File: src/rtl/ubx_pkg.sv
// ----------------------------------------------------------------------------
// ubx_pkg: shared types and constants of the raw-measurement frame parser
// Holds the sync bytes, frame geometry, the token passed from the byte
// classifier to the result assembler, and the queue depth default.
// ----------------------------------------------------------------------------
package ubx_pkg;

	// sync pair that opens every frame
	localparam logic [7:0] SYNC_FIRST  = 8'hB5;
	localparam logic [7:0] SYNC_SECOND = 8'h62;

	// frame geometry in bytes
	localparam int BLOCK_BYTES  = 24;
	localparam int HEADER_BYTES = 8;

	// result word width: tow, week, num_sv, phase, range, doppler, four bytes
	localparam int OUT_W = 32 + 16 + 8 + 64 + 64 + 32 + 8 + 8 + 8 + 8;

	// token queue depth between classifier and assembler
	localparam int QUEUE_DEPTH = 4;

	// role of one payload byte
	typedef enum logic [3:0] {
		OP_TOW,
		OP_WEEK,
		OP_NSV,
		OP_HDR_END,
		OP_PHASE,
		OP_RANGE,
		OP_DOPPLER,
		OP_SMALL,
		OP_BLK_END
	} op_t;

	// one classified byte
	typedef struct packed {
		op_t        op;
		logic       last;
		logic [7:0] data;
	} tok_t;

	// result kinds on tuser
	localparam logic KIND_HEADER = 1'b0;
	localparam logic KIND_RECORD = 1'b1;

endpackage

File: src/rtl/ubx_front.sv
// ----------------------------------------------------------------------------
// ubx_front: byte classifier
// Walks the frame structure one byte per cycle while bytes are accepted, drops framing and skipped
// bytes, and tags each useful payload byte with its role for the assembler.
// ----------------------------------------------------------------------------
module ubx_front (
	input  logic          clk,
	input  logic          arst_n,
	input  logic          byte_valid,
	input  logic          byte_ready,
	input  logic [7:0]    byte_data,
	output logic          tok_valid,
	output ubx_pkg::tok_t tok
);
	import ubx_pkg::*;

	typedef enum logic [3:0] {
		PH_HUNT1,
		PH_HUNT2,
		PH_CLASS,
		PH_ID,
		PH_LEN_LO,
		PH_LEN_HI,
		PH_HEADER,
		PH_BLOCK,
		PH_SKIP
	} phase_t;

	phase_t      phase_q;
	logic [4:0]  cnt_q;
	logic [15:0] rem_q;
	logic [7:0]  len_lo_q;

	logic        take;
	logic [15:0] len_full;
	logic [15:0] rem_hdr;
	logic [15:0] rem_blk;
	logic        hdr_last;
	logic        blk_last;

	assign take     = byte_valid && byte_ready;
	assign len_full = {byte_data, len_lo_q};
	assign rem_hdr  = (len_full >= 16'(HEADER_BYTES)) ? len_full - 16'(HEADER_BYTES) : '0;
	assign rem_blk  = rem_q - 16'(BLOCK_BYTES);
	assign hdr_last = rem_q < 16'(BLOCK_BYTES);
	assign blk_last = rem_blk < 16'(BLOCK_BYTES);

	// tag the current byte
	always_comb begin
		tok.data  = byte_data;
		tok.op    = OP_TOW;
		tok.last  = 1'b0;
		tok_valid = 1'b0;
		unique case (phase_q)
			PH_HEADER: begin
				tok_valid = take;
				if (cnt_q < 5'd4) begin
					tok.op = OP_TOW;
				end else if (cnt_q < 5'd6) begin
					tok.op = OP_WEEK;
				end else if (cnt_q == 5'd6) begin
					tok.op = OP_NSV;
				end else begin
					tok.op   = OP_HDR_END;
					tok.last = hdr_last;
				end
			end
			PH_BLOCK: begin
				tok_valid = take;
				if (cnt_q < 5'd8) begin
					tok.op = OP_PHASE;
				end else if (cnt_q < 5'd16) begin
					tok.op = OP_RANGE;
				end else if (cnt_q < 5'd20) begin
					tok.op = OP_DOPPLER;
				end else if (cnt_q < 5'd23) begin
					tok.op = OP_SMALL;
				end else begin
					tok.op   = OP_BLK_END;
					tok.last = blk_last;
				end
			end
			default: begin
				tok_valid = 1'b0;
			end
		endcase
	end

	// frame walker
	always_ff @(posedge clk or negedge arst_n) begin
		if (!arst_n) begin
			phase_q  <= PH_HUNT1;
			cnt_q    <= '0;
			rem_q    <= '0;
			len_lo_q <= '0;
		end else if (take) begin
			unique case (phase_q)
				PH_HUNT2: begin
					phase_q <= (byte_data == SYNC_SECOND) ? PH_CLASS : PH_HUNT1;
				end
				PH_CLASS: begin
					phase_q <= PH_ID;
				end
				PH_ID: begin
					phase_q <= PH_LEN_LO;
				end
				PH_LEN_LO: begin
					len_lo_q <= byte_data;
					phase_q  <= PH_LEN_HI;
				end
				PH_LEN_HI: begin
					rem_q   <= rem_hdr;
					cnt_q   <= '0;
					phase_q <= PH_HEADER;
				end
				PH_HEADER: begin
					if (cnt_q == 5'(HEADER_BYTES - 1)) begin
						if (hdr_last) begin
							cnt_q   <= rem_q[4:0] + 5'd2;
							phase_q <= PH_SKIP;
						end else begin
							cnt_q   <= '0;
							phase_q <= PH_BLOCK;
						end
					end else begin
						cnt_q <= cnt_q + 5'd1;
					end
				end
				PH_BLOCK: begin
					if (cnt_q == 5'(BLOCK_BYTES - 1)) begin
						rem_q <= rem_blk;
						if (blk_last) begin
							cnt_q   <= rem_blk[4:0] + 5'd2;
							phase_q <= PH_SKIP;
						end else begin
							cnt_q <= '0;
						end
					end else begin
						cnt_q <= cnt_q + 5'd1;
					end
				end
				PH_SKIP: begin
					if (cnt_q <= 5'd1) begin
						cnt_q   <= '0;
						phase_q <= PH_HUNT1;
					end else begin
						cnt_q <= cnt_q - 5'd1;
					end
				end
				default: begin
					phase_q <= (byte_data == SYNC_FIRST) ? PH_HUNT2 : PH_HUNT1;
				end
			endcase
		end
	end

endmodule

File: src/rtl/ubx_fifo.sv
// ----------------------------------------------------------------------------
// ubx_fifo: token queue
// Small first-in first-out store that lets the classifier and the result
// assembler stall independently.
// ----------------------------------------------------------------------------
module ubx_fifo #(
	parameter int DEPTH = ubx_pkg::QUEUE_DEPTH
) (
	input  logic          clk,
	input  logic          arst_n,
	input  logic          in_valid,
	output logic          in_ready,
	input  ubx_pkg::tok_t in_data,
	output logic          out_valid,
	input  logic          out_ready,
	output ubx_pkg::tok_t out_data
);
	import ubx_pkg::*;

	localparam int PW = (DEPTH > 1) ? $clog2(DEPTH) : 1;
	localparam int CW = $clog2(DEPTH + 1);

	tok_t          mem_q [DEPTH];
	logic [PW-1:0] wr_ptr_q;
	logic [PW-1:0] rd_ptr_q;
	logic [CW-1:0] count_q;
	logic          push;
	logic          pop;

	assign in_ready  = count_q != CW'(DEPTH);
	assign out_valid = count_q != '0;
	assign push      = in_valid && in_ready;
	assign pop       = out_valid && out_ready;
	assign out_data  = mem_q[rd_ptr_q];

	// storage
	always_ff @(posedge clk) begin
		if (push) begin
			mem_q[wr_ptr_q] <= in_data;
		end
	end

	// pointers and fill count
	always_ff @(posedge clk or negedge arst_n) begin
		if (!arst_n) begin
			wr_ptr_q <= '0;
			rd_ptr_q <= '0;
			count_q  <= '0;
		end else begin
			if (push) begin
				wr_ptr_q <= (wr_ptr_q == PW'(DEPTH - 1)) ? '0 : wr_ptr_q + PW'(1);
			end
			if (pop) begin
				rd_ptr_q <= (rd_ptr_q == PW'(DEPTH - 1)) ? '0 : rd_ptr_q + PW'(1);
			end
			if (push && !pop) begin
				count_q <= count_q + CW'(1);
			end else if (pop && !push) begin
				count_q <= count_q - CW'(1);
			end
		end
	end

endmodule

File: src/rtl/ubx_back.sv
// ----------------------------------------------------------------------------
// ubx_back: result assembler
// Shifts tagged bytes into little-endian field registers and loads the
// output register with a header or record result on each closing byte.
// ----------------------------------------------------------------------------
module ubx_back (
	input  logic                       clk,
	input  logic                       arst_n,
	input  logic                       tok_valid,
	output logic                       tok_ready,
	input  ubx_pkg::tok_t              tok,
	output logic                       m_tvalid,
	input  logic                       m_tready,
	output logic [ubx_pkg::OUT_W-1:0]  m_tdata,  // rcv_tow, week, num_sv, carrier_phase,
	                                             // pseudorange, doppler, sv_id, quality,
	                                             // cno, lock_loss
	output logic                       m_tuser,  // kind
	output logic                       m_tlast
);
	import ubx_pkg::*;

	logic [31:0] tow_q;
	logic [15:0] week_q;
	logic [7:0]  nsv_q;
	logic [63:0] phase_q;
	logic [63:0] range_q;
	logic [31:0] dop_q;
	logic [23:0] small_q;

	logic        is_end;
	logic        out_free;
	logic        pop;

	assign is_end    = (tok.op == OP_HDR_END) || (tok.op == OP_BLK_END);
	assign out_free  = !m_tvalid || m_tready;
	assign tok_ready = !is_end || out_free;
	assign pop       = tok_valid && tok_ready;

	// field accumulators, low byte first
	always_ff @(posedge clk or negedge arst_n) begin
		if (!arst_n) begin
			tow_q   <= '0;
			week_q  <= '0;
			nsv_q   <= '0;
			phase_q <= '0;
			range_q <= '0;
			dop_q   <= '0;
			small_q <= '0;
		end else if (pop) begin
			unique case (tok.op)
				OP_TOW:     tow_q   <= {tok.data, tow_q[31:8]};
				OP_WEEK:    week_q  <= {tok.data, week_q[15:8]};
				OP_NSV:     nsv_q   <= tok.data;
				OP_PHASE:   phase_q <= {tok.data, phase_q[63:8]};
				OP_RANGE:   range_q <= {tok.data, range_q[63:8]};
				OP_DOPPLER: dop_q   <= {tok.data, dop_q[31:8]};
				OP_SMALL:   small_q <= {tok.data, small_q[23:8]};
				default: begin
				end
			endcase
		end
	end

	// output register
	always_ff @(posedge clk or negedge arst_n) begin
		if (!arst_n) begin
			m_tvalid <= 1'b0;
			m_tdata  <= '0;
			m_tuser  <= KIND_HEADER;
			m_tlast  <= 1'b0;
		end else if (pop && is_end) begin
			m_tvalid <= 1'b1;
			m_tlast  <= tok.last;
			if (tok.op == OP_HDR_END) begin
				m_tuser <= KIND_HEADER;
				m_tdata <= {192'd0, nsv_q, week_q, tow_q};
			end else begin
				m_tuser <= KIND_RECORD;
				m_tdata <= {tok.data, small_q[23:16], small_q[15:8], small_q[7:0],
					dop_q, range_q, phase_q, 56'd0};
			end
		end else if (m_tready) begin
			m_tvalid <= 1'b0;
		end
	end

endmodule

File: src/rtl/ubx_raw_message_parser.sv
// ----------------------------------------------------------------------------
// ubx_raw_message_parser: raw-measurement frame parser
// Takes receiver bytes on the slave stream and emits one header result and
// one result per satellite block on the master stream.
// ----------------------------------------------------------------------------
// Usage:
//   s_* carries one received byte per transaction in s_tdata.
//   m_* carries results: m_tuser is the kind (0 header, 1 satellite record),
//   m_tlast marks the final result of a frame, m_tdata packs all fields,
//   with the fields that do not belong to the kind at zero.
//   Throughput is one byte per cycle while s_tready is high; the classifier
//   walks the frame one byte a cycle and the assembler drains one token a
//   cycle unless a closing token waits for a busy output register. With no
//   backlog in the queue, the token of a closing byte is written into the
//   queue and then moves into the output register that presents the result.
//   When the receiver stalls, the output register holds its result and the
//   assembler keeps absorbing field bytes; the queue fills only on the next
//   closing byte, and s_tready falls once the queue is full.
//   Reset returns the parser to sync hunting and empties queue and output.
// ----------------------------------------------------------------------------
module ubx_raw_message_parser #(
	parameter int QUEUE_DEPTH = ubx_pkg::QUEUE_DEPTH
) (
	input  logic                      clk,
	input  logic                      arst_n,
	input  logic                      s_tvalid,
	output logic                      s_tready,
	input  logic [7:0]                s_tdata,   // rx_byte
	output logic                      m_tvalid,
	input  logic                      m_tready,
	output logic [ubx_pkg::OUT_W-1:0] m_tdata,   // rcv_tow, week, num_sv, carrier_phase,
	                                             // pseudorange, doppler, sv_id, quality,
	                                             // cno, lock_loss
	output logic                      m_tuser,   // kind
	output logic                      m_tlast
);
	import ubx_pkg::*;

	logic q_in_valid;
	logic q_in_ready;
	tok_t q_in_data;
	logic q_out_valid;
	logic q_out_ready;
	tok_t q_out_data;

	assign s_tready = q_in_ready;

	// byte classifier
	ubx_front u_front (
		.clk        (clk),
		.arst_n     (arst_n),
		.byte_valid (s_tvalid),
		.byte_ready (q_in_ready),
		.byte_data  (s_tdata),
		.tok_valid  (q_in_valid),
		.tok        (q_in_data)
	);

	// token queue
	ubx_fifo #(
		.DEPTH (QUEUE_DEPTH)
	) u_fifo (
		.clk       (clk),
		.arst_n    (arst_n),
		.in_valid  (q_in_valid),
		.in_ready  (q_in_ready),
		.in_data   (q_in_data),
		.out_valid (q_out_valid),
		.out_ready (q_out_ready),
		.out_data  (q_out_data)
	);

	// result assembler
	ubx_back u_back (
		.clk       (clk),
		.arst_n    (arst_n),
		.tok_valid (q_out_valid),
		.tok_ready (q_out_ready),
		.tok       (q_out_data),
		.m_tvalid  (m_tvalid),
		.m_tready  (m_tready),
		.m_tdata   (m_tdata),
		.m_tuser   (m_tuser),
		.m_tlast   (m_tlast)
	);

endmodule
File: config.mk
export PLATFORM = sky130hd
export DESIGN_NAME = ubx_raw_message_parser
export DESIGN_NICKNAME = d
export VERILOG_FILES = /design/src/rtl/ubx_pkg.sv /design/src/rtl/ubx_front.sv /design/src/rtl/ubx_fifo.sv /design/src/rtl/ubx_back.sv /design/src/rtl/ubx_raw_message_parser.sv
export SDC_FILE = /design/constraint.sdc
export NUM_CORES = 1
export LEC_CHECK = 0
export BUFFER_PORTS_ARGS = -buffer_cell sky130_fd_sc_hd__clkbuf_2
export CORE_ASPECT_RATIO = 1.5
export CORE_MARGIN = 4
export CORE_UTILIZATION = 40
export CTS_BUF_LIST = sky130_fd_sc_hd__clkbuf_4 sky130_fd_sc_hd__clkbuf_8 sky130_fd_sc_hd__clkbuf_16
export CTS_CLUSTER_SIZE = 28
export DETAILED_ROUTE_END_ITERATION = 16
export SLEW_MARGIN = 10
export SYNTH_ARGS = -nofsm -noshare
export SYNTH_HDL_FRONTEND = slang
export SYNTH_SLANG_ARGS = --single-unit
File: constraint.sdc
create_clock -name clk -period 3.18 [get_ports clk]
set_input_delay 0.636 -clock clk [delete_from_list [all_inputs] [get_ports clk]]
set_output_delay 0.636 -clock clk [all_outputs]
set_load 0.02 [all_outputs]
* Word-level counts from Yosys, hierarchy flattened
Memories as Yosys holds them, arrays and structs flattened. Index checks and enable logic that the tools add are counted.
Word-level totals: flip-flop bits (word level) 531, bits in latches 0, RAM bits 52, bits in read-only memories 0, input port bits 12, output and inout port bits 252, word-level logic and storage cells 141, memories kept 1
Cells by class: add/subtract/negate cells 10, multipliers 0, div/mod/pow operators 0, $lt $le $gt $ge 10, equal/unequal tests 28, shift-type cells 0, muxes and demuxes 43, bitwise operators 0, reductions and logical operators 31
Memories:
- u_fifo.mem_q | words 4, bits a word 13, rd ports 1, clocked after memory_dff 0, write ports 1, line ubx_fifo.sv:23 | tok_t mem_q [DEPTH];
Operators with widths (number):
- 248-bit two-way mux | 1
- 4-bit two-way mux | 11
- 4-bit by 3-bit equality test with 1-bit output (second input constant) | 8
- 16-bit by 5-bit < comparator with 1-bit output (second input constant) | 2
- 16-bit two-way mux | 2
- 16-bit case mux with 2 select lines | 1
- 4-bit case mux with 8 select lines | 1
- 5-bit two-way mux | 5
- 5-bit case mux with 4 select lines | 1
- 2-bit AND reduction | 9
- 4-bit by 2-bit equality test with 1-bit output (second input constant) | 4
- 16-bit by 4-bit greater-or-equal comparator with 1-bit output (second input constant) | 1
- 16-bit by 4-bit subtractor with 16-bit output (second input constant) | 1
- 16-bit by 5-bit subtractor with 16-bit output (second input constant) | 1
- 5-bit < comparator (second input constant) | 3
- 1-bit two-way mux | 15
- 5-bit by 2-bit adder with 5-bit output (second input constant) | 2
- 5-bit by 3-bit equality test with 1-bit output (second input constant) | 2
- 5-bit by 3-bit < comparator with 1-bit output (second input constant) | 2
- 5-bit case mux with 2 select lines | 1
- 4-bit by 1-bit equality test with 1-bit output (second input constant) | 2
- 4-bit equality test (second input constant) | 2
- 8-bit by 7-bit equality test with 1-bit output (second input constant) | 1
- 8-bit equality test (second input constant) | 1
- other kinds (23) | 43

* Longest topological paths before layout
Gate-level depths: netlist (run 1). An unclocked memory read counts as a cell.
depth in word-level cells 9, gate-level depth with buffers 11, mapped depth without buffers 10

* Hierarchy
From an unflattened synthesis (run 1), not the netlist that was laid out.
Unflattened totals: cells, all modules 1910, area, all modules 24875.1 um2
Modules (own cells, without submodules):
- ubx_back | times used 1, cells an instance 1468, area each 19820.3 um2, sequential area each 12286.8 um2
- ubx_front | times used 1, cells an instance 338, area each 2738.9 um2, sequential area each 825.8 um2
- ubx_fifo | times used 1, cells an instance 104, area each 2316.0 um2, sequential area each 1736.7 um2

* Worst setup path after synthesis (run 1)
No wires, ideal clock.
path kind flip-flop to flip-flop, from register u_fifo.rd_ptr_q[0], to register u_fifo.count_q[2], setup time 0.079 ns, arrival time 2.753 ns, data required time 3.101 ns, slack 0.348 ns, cell stages (with the launch flop) 12, buffers on the path 1, clock period less this slack 2.832 ns, cells stage by stage dfrtp_1 > buf_2 > mux4_2 > nand4bb_1 > nor2b_1 > o21ai_1 > ha_1 > inv_1 > fa_1 > xor2_1 > nor2_1 > xor2_1
Between the ends: longest elaborated chain between the ends 9, elaborated cells between the ends (all ways) 12, classes of those cells eq/ne (2); mux (1); reduce/logical (8); memory (1)
RTL lines:
- start: declaration | line ubx_fifo.sv:25 | logic [PW-1:0] rd_ptr_q;
- start signal: assignment | line ubx_fifo.sv:54 | rd_ptr_q <= (rd_ptr_q == PW'(DEPTH - 1)) ? '0 : rd_ptr_q + PW'(1);
- memory read 4 x 13 bit (*)
- 4-bit by 2-bit equality test with 1-bit output / 4-bit equality test (equally long branches) | line ubx_back.sv:34 | assign is_end = (tok.op == OP_HDR_END) || (tok.op == OP_BLK_END);
- 1-bit logical OR (*) | line ubx_back.sv:34
- 1-bit logical NOT (*) | line ubx_back.sv:36 | assign tok_ready = !is_end || out_free;
- 1-bit logical OR (*) | line ubx_back.sv:36
- 1-bit logical AND (*) | line ubx_fifo.sv:33 | assign pop = out_valid && out_ready;
- 1-bit logical NOT | line ubx_fifo.sv:56 | if (push && !pop) begin
- 1-bit logical AND | line ubx_fifo.sv:56
- 3-bit two-way mux / 2-bit nonzero test (equally long branches)
- end signal: assignment | line ubx_fifo.sv:57 | count_q <= count_q + CW'(1);
- end signal: assignment | line ubx_fifo.sv:59 | count_q <= count_q - CW'(1);
- end: declaration | line ubx_fifo.sv:26 | logic [CW-1:0] count_q;
Mark *: on every way between the ends. The rest lies on a longest branch, timed or not. A chain may end at the register's enable or synchronous reset.

* Final worst setup path (run 1)
Ends and elaborated chain as after synthesis.

==> results of run 1 <==
## report_power, final
group / total, mW / internal [mW] / switching, mW
combinational: 10.3 / 3.91 / 6.36
sequential: 11.9 / 9.95 / 1.93
clock: 7.05 / 4.17 / 2.88
## through the flow
stage,cell area [um2],utilization [%],setup slack [ns]
2_1_floorplan,23700,-,0.348
3_3_place_gp,26100,44.4,0.190
3_5_place_dp,26100,44.4,0.194
4_1_cts,28000,47.7,0.161
5_1_grt,28100,47.7,0.0555
6_report,28100,47.7,0.313
## metal layers
metal	part of all wire, %	vias to the layer above
met4	2.8	0
met3	5.5	93
met5	0	-
li1	-	7503
met1	43	7953
met2	49	334
## cells in the mapped netlist (15+ instances only)
cell type  instances  area (um2)
buf_2             46         230
mux2_2           222        2500
clkbuf_1          74         278
mux2_1            31         349
dfrtp_1          531       13300
inv_1             15        56.3
nor2_1            46         173
o21ai_1          200        1000
a21oi_1           24         120
nand2_1          539        2020
o21ai_0           72         360
edfxtp_1          52        1560
## kinds of logic after synthesis
logic type,Yosys count
DFF,583
adders and majority gates,13
buffers and inverters,146
AOI/OAI and AO/OA,354
xor gates and xnor gates,21
muxes,266
and+or+nand+nor,670
## state kept, by name, summed over array words and instances, names as in the netlist, 8 cells and up
signal            flops
u_front.rem_q        16
u_front.len_lo_q      8
u_back.tow_q         32
u_back.nsv_q          8
u_back.dop_q         32
u_fifo.mem_q         52
u_back.m_tdata      248
u_back.week_q        16
u_back.small_q       24
u_back.phase_q       64
u_back.range_q       64
## worst paths after layout
path / end / slack, ns / cells after the start
setup / recovery: u_fifo.count_q[2] / 0.31 / 10
hold / removal: u_back.m_tdata[167] / 0.01 / 1
setup reg to reg: u_fifo.count_q[2] / 0.31 / 10
hold reg to reg: u_back.m_tdata[132] / 0.48 / 2
max in group asynchronous: u_back.phase_q[11] / 2.26 / 2
min in group clk: u_fifo.mem_q[2][4] / 0.35 / 1
## cell type report
cell class / instances / area (um2) / share of cell area, %
Inverter: 15 / 56.3 / 0.201
Clock buffer: 80 / 1640 / 5.84
Multi-Input combinational cell: 1324 / 8250 / 29.4
Antenna cell: 1 / 2.50 / 0.00892
Sequential cell: 583 / 14900 / 52.9
Tap cell: 777 / 972 / 3.47
Timing Repair Buffer: 315 / 1940 / 6.92
Clock inverter: 21 / 340 / 1.21
## timing repair
action / CTS / global route
setup endpoints to repair: 0 / 30
resized for setup: 0 / 1
buffers inserted: 0 / 0
==> results.txt, run 1 <==
1st-iter DRT viols: 867
M1 GR Usage: 24.0%
Total design power: 29.2 mW
Hold Slack: 0.0135 ns
Post-Syn Area: 23700 um2
Port Buffers: 263
CP Class: reg -> reg
Cells after Synth: 2053
Endpoints failing hold: 0
Clock Latency Late Sink: 0.61 ns
Unrepaired setup endpoints after global routing: false
Adder-Cell Fraction of Synth Area: 0.719%
Fraction of registers with async set or reset after synthesis: 91.1%
Nets: 2319
Max Slew Vio Count: 0
Most frequent cells in the layout: nand2_1, dfrtp_1, clkbuf_2
Die width: 207 um
Synth Area in Simple Gates: 11.6%
DR pass1 iterations: 6
Global-route met2 utilization: 30.2%
CP Max Fanout: 8
Critical path data required time: 3.70 ns
Clk buf depth: 3
Worst Setup SP: u_fifo.rd_ptr_q[0]
First-pass GRT wire length: 92700 um
RePlAce Congestion: 0.824
Dpl hpwl: 39000 um
Status: finished, final reports clean
Fraction of layout cells with a size suffix above 1: 28.4%
Yosys Warn Count: 0
Post-synth top flop: dfrtp_1
DRT Wirelength: 57600 um
Vias in the first global route: 16300
Synth cell types: 68
Placed insts: 3014
Tcrit/Tclk final: 90.2%
Commonest non-fill, non-tap cell in the layout: nand2_1
Initial Utilization: 40.3%
Standard-cell rows: 109
Wire per inst: 18.5 um
GRT met3 Usage: 3.75%
Mean Syn Cell Area: 11.5 um2
Final std cells w/o fill: 3116
CTS root buffer: clkbuf_16
CP bufs+invs: 1
Period minus WS final: 2.87 ns
Worst R2R Start: u_fifo.rd_ptr_q[0]
#FFs+latches synth: 583
Peak supply drop: 0.000592 V
Crit path largest cell delay: 0.57 ns
Startpoint types: flip-flop
Static leakage: 13.0 nW
Die area: 63200 um2
Final TNS setup: 0 ns
Post-synthesis xor/xnor area fraction: 0.777%
Least-Margin Pin Slew: 1.04 ns
Largest family of logic cells by synthesized area: multiplexers
Grt ovf: 0
Total CTS buffers: 55
Worst hold path class: in -> async
Syn Nets: 2078
Pwr/cell area: 1040 nW/um2
Cell family with most CP delay: adder cells
CP arrival: 3.39 ns
Slowest-stage cell, CP: mux4_2
# DRC: 0
Mux contribution to synthesized area: 13.3%
ANT nets after route: 0
Total Routing Usage GR: 18.2%
Core area: 58800 um2
Largest net degree at the start of global routing: 193
Via count: 15900
Clock slew at reported path FFs: 0.07 ns
Top Usage Layer GRT: met2
I/O Pins: 264
CP endpoint kind: flip-flop
Die height: 306 um
Relative slew slack: 29.9%
Compound-gate portion of the synthesized area: 8.29%
Final Setup Violations: 0
Filler cells: 5337
Initial antenna violation count: 1
CTS Sinks: 583
Sequential share of the synthesized area: 62.7%
MaxCap Viol Count: 0
Layout area overhead: 18.5%
CTS H-tree depth: 2
Cts hold-fix bufs: 0
CTS tree: done
Vias per std cell: 5.10
Clock skew: 0.0182 ns
Post-synth EDFFs: 52
CP Cell Sequence: mux4_2 > nor4b_1 > nor2b_1 > o21ai_1 > ha_1 > inv_1 > fa_1 > xor2_1 > nor2_1 > xor2_1
CP dominant cell by count: xor2_1
FMAX: 349 MHz
Note: power is estimated with default switching activity, not from simulation.
==> run 2, diff against run 1 <==
Settings changed: CTS_BUF_LIST sky130_fd_sc_hd__clkbuf_4 sky130_fd_sc_hd__clkbuf_8 sky130_fd_sc_hd__clkbuf_16 to default.
==> run 2 against run 1 <==
  * Wire length grew 0.19%
  * Combinational power is essentially flat
  * Clock-buffer cell count is the same
  * First-iteration DRC count shrank 3.0%
  * Clock skew grew 0.0018 ns
  * Highest routed layer unchanged
==> results.txt, run 2 (same netlist as run 1, synthesis figures left out) <==
Final TNS setup: 0 ns (unchanged)
FMAX: 347 MHz (-0.51%)
Unrepaired setup endpoints after global routing: false
Filler cells: 5345 (+0.15%)
Die width: 207 um (unchanged)
Layout area overhead: 18.2%
Core area: 58800 um2 (unchanged)
Total Routing Usage GR: 18.2% (about the same)
CTS Sinks: 583 (unchanged)
Antenna diodes: 0 (-1)
Static leakage: 13.0 nW (-0.34%)
DR pass1 iterations: 5 (-1)
I/O Pins: 264 (unchanged)
Vias in the first global route: 16300 (+0.15%)
Final Setup Violations: 0 (unchanged)
Status: finished, final reports clean
R2R Setup Slk: 0.30 ns (about the same)
Grt ovf: 0 (unchanged)
MaxCap Viol Count: 0 (unchanged)
Dpl hpwl: 39000 um (unchanged)
Clk buf depth: 3 (unchanged)
Endpoints failing hold: 0 (unchanged)
Vias per std cell: 5.09 (about the same)
Flip-flop count of the largest register after layout: 248 (unchanged)
Wire per inst: 18.5 um (+0.22%)
Least-Margin Pin Slew: 1.03 ns (-0.0120 ns)
Most frequent cells in the layout: nand2_1, dfrtp_1, clkbuf_2
Initial antenna violation count: 1 (unchanged)
Multi-input gate area: 8250 um2 (unchanged)
Initial Utilization: 40.3% (unchanged)
Top reg by flops: u_back.m_tdata
Max Slew Vio Count: 0 (unchanged)
FF+latch area: 14900 um2 (unchanged)
CTS root buffer: clkbuf_16
DRT Wirelength: 57700 um (+0.19%)
Commonest non-fill, non-tap cell in the layout: nand2_1
Largest net degree at the start of global routing: 193 (unchanged)
ANT nets after route: 0 (unchanged)
RePlAce Congestion: 0.824 (unchanged)
Nets: 2319 (unchanged)
CTS tree: done
Placed insts: 3014 (unchanged)
Clock slew at reported path FFs: 0.07 ns (about the same)
Fraction of layout cells with a size suffix above 1: 27.8% (-0.56 points)
Largest regs: u_back.m_tdata x248, u_back.phase_q x64, u_back.range_q x64
Die height: 306 um (unchanged)
Startpoint types: flip-flop
CP endpoint kind: flip-flop
Relative slew slack: 30.7% (+0.81 points)
CP Max Fanout: 8 (unchanged)
Clock skew: 0.0200 ns (+0.00179 ns)
First-pass GRT wire length: 92700 um (about the same)
Clock Latency Late Sink: 0.61 ns (about the same)
CP Class: reg -> reg
Die area: 63200 um2 (unchanged)
Tcrit/Tclk final: 90.6% (+0.47 points)
# DRC: 0 (unchanged)
Critical path data required time: 3.70 ns (about the same)
Final Util: 47.6% (-0.087 points)
Standard-cell rows: 109 (unchanged)
Cts hold-fix bufs: 0 (unchanged)
Total design power: 29.1 mW (-0.32%)
Worst hold path class: in -> async
1st-iter DRT viols: 841 (-3.0%)
Port Buffers: 263 (unchanged)
CP arrival: 3.41 ns (+0.02 ns)
Total CTS buffers: 55 (unchanged)
Period minus WS final: 2.88 ns (+0.0148 ns)
Via count: 15900 (-0.10%)
CTS H-tree depth: 2 (unchanged)
Final std cells w/o fill: 3115 (-0.032%)
Pwr/cell area: 1040 nW/um2 (-0.14%)
Peak supply drop: 0.000586 V (-0.96%)
-- run 2: changes by cell type in the layout (fill, tap and decap cells not counted) --
cell	previous run	this run
clkbuf_1	0	13
diode_2	1	0
clkbuf_4	13	0
-- run 2: worst paths after layout --
kind	from	to	cells past startpoint
max in group asynchronous	arst_n	u_back.phase_q[11]	2
hold / removal	arst_n	u_back.m_tdata[167]	1
hold reg to reg	u_back.m_tdata[143]	u_back.m_tdata[143]	2
min in group clk	s_tdata[4]	u_fifo.mem_q[2][4]	1
setup / recovery	u_fifo.rd_ptr_q[0]	u_fifo.count_q[2]	10
setup reg to reg	u_fifo.rd_ptr_q[0]	u_fifo.count_q[2]	10
-- run 2: what timing repair did --
| action | 4_1_cts | 5_1_grt |
|---|---|---|
| gates resized for setup | 0 | 1 |
| setup buffers | 0 | 0 |
| endpoints found under the setup margin | 0 | 28 |
-- run 2: where the power goes --
part / switching (mW) / internal, mW
Clock: 2.88 / 4.06
Sequential: 1.94 / 9.95
Combinational: 6.37 / 3.91
Total: 11.2 / 17.9
-- run 2: layout make-up --
cell class,count,area share (%)
Tap cell,777,3.47
Timing Repair Buffer,315,6.93
Sequential cell,583,53.0
Inverter,15,0.201
Clock inverter,21,1.22
Multi-Input combinational cell,1324,29.5
Clock buffer,80,5.68
-- run 2: per-layer routing --
layer / GRT usage, % / vias up / part of all wire [%] / routed length, um
li1: - / 7503 / - / -
met1: 24.0 / 7926 / 43 / 24700
met2: 30.3 / 344 / 49 / 28200
met3: 3.78 / 94 / 5.5 / 3180
met4: 5.76 / 0 / 2.9 / 1690
met5: 0 / - / 0 / 0
-- run 2: worst max-delay path, cell delays in order (launching register included) --
cell,delay [ns]
dfrtp_2,0.48
mux4_2,0.58
nor4b_1,0.34
nor2b_1,0.11
o21ai_1,0.20
ha_1,0.21
inv_1,0.07
fa_1,0.38
xor2_1,0.17
nor2_1,0.11
xor2_1,0.14
-- run 2: per-stage QoR --
step                      instance area, um2  hold WS (ns)  setup slack [ns]
after floorplan                        23700         0.340             0.348
after global placement                 26100         0.464             0.190
after detailed placement               26100         0.474             0.194
after CTS                              28000        0.0244             0.161
after global routing                   28000        0.0245            0.0555
final                                  28000        0.0137             0.298
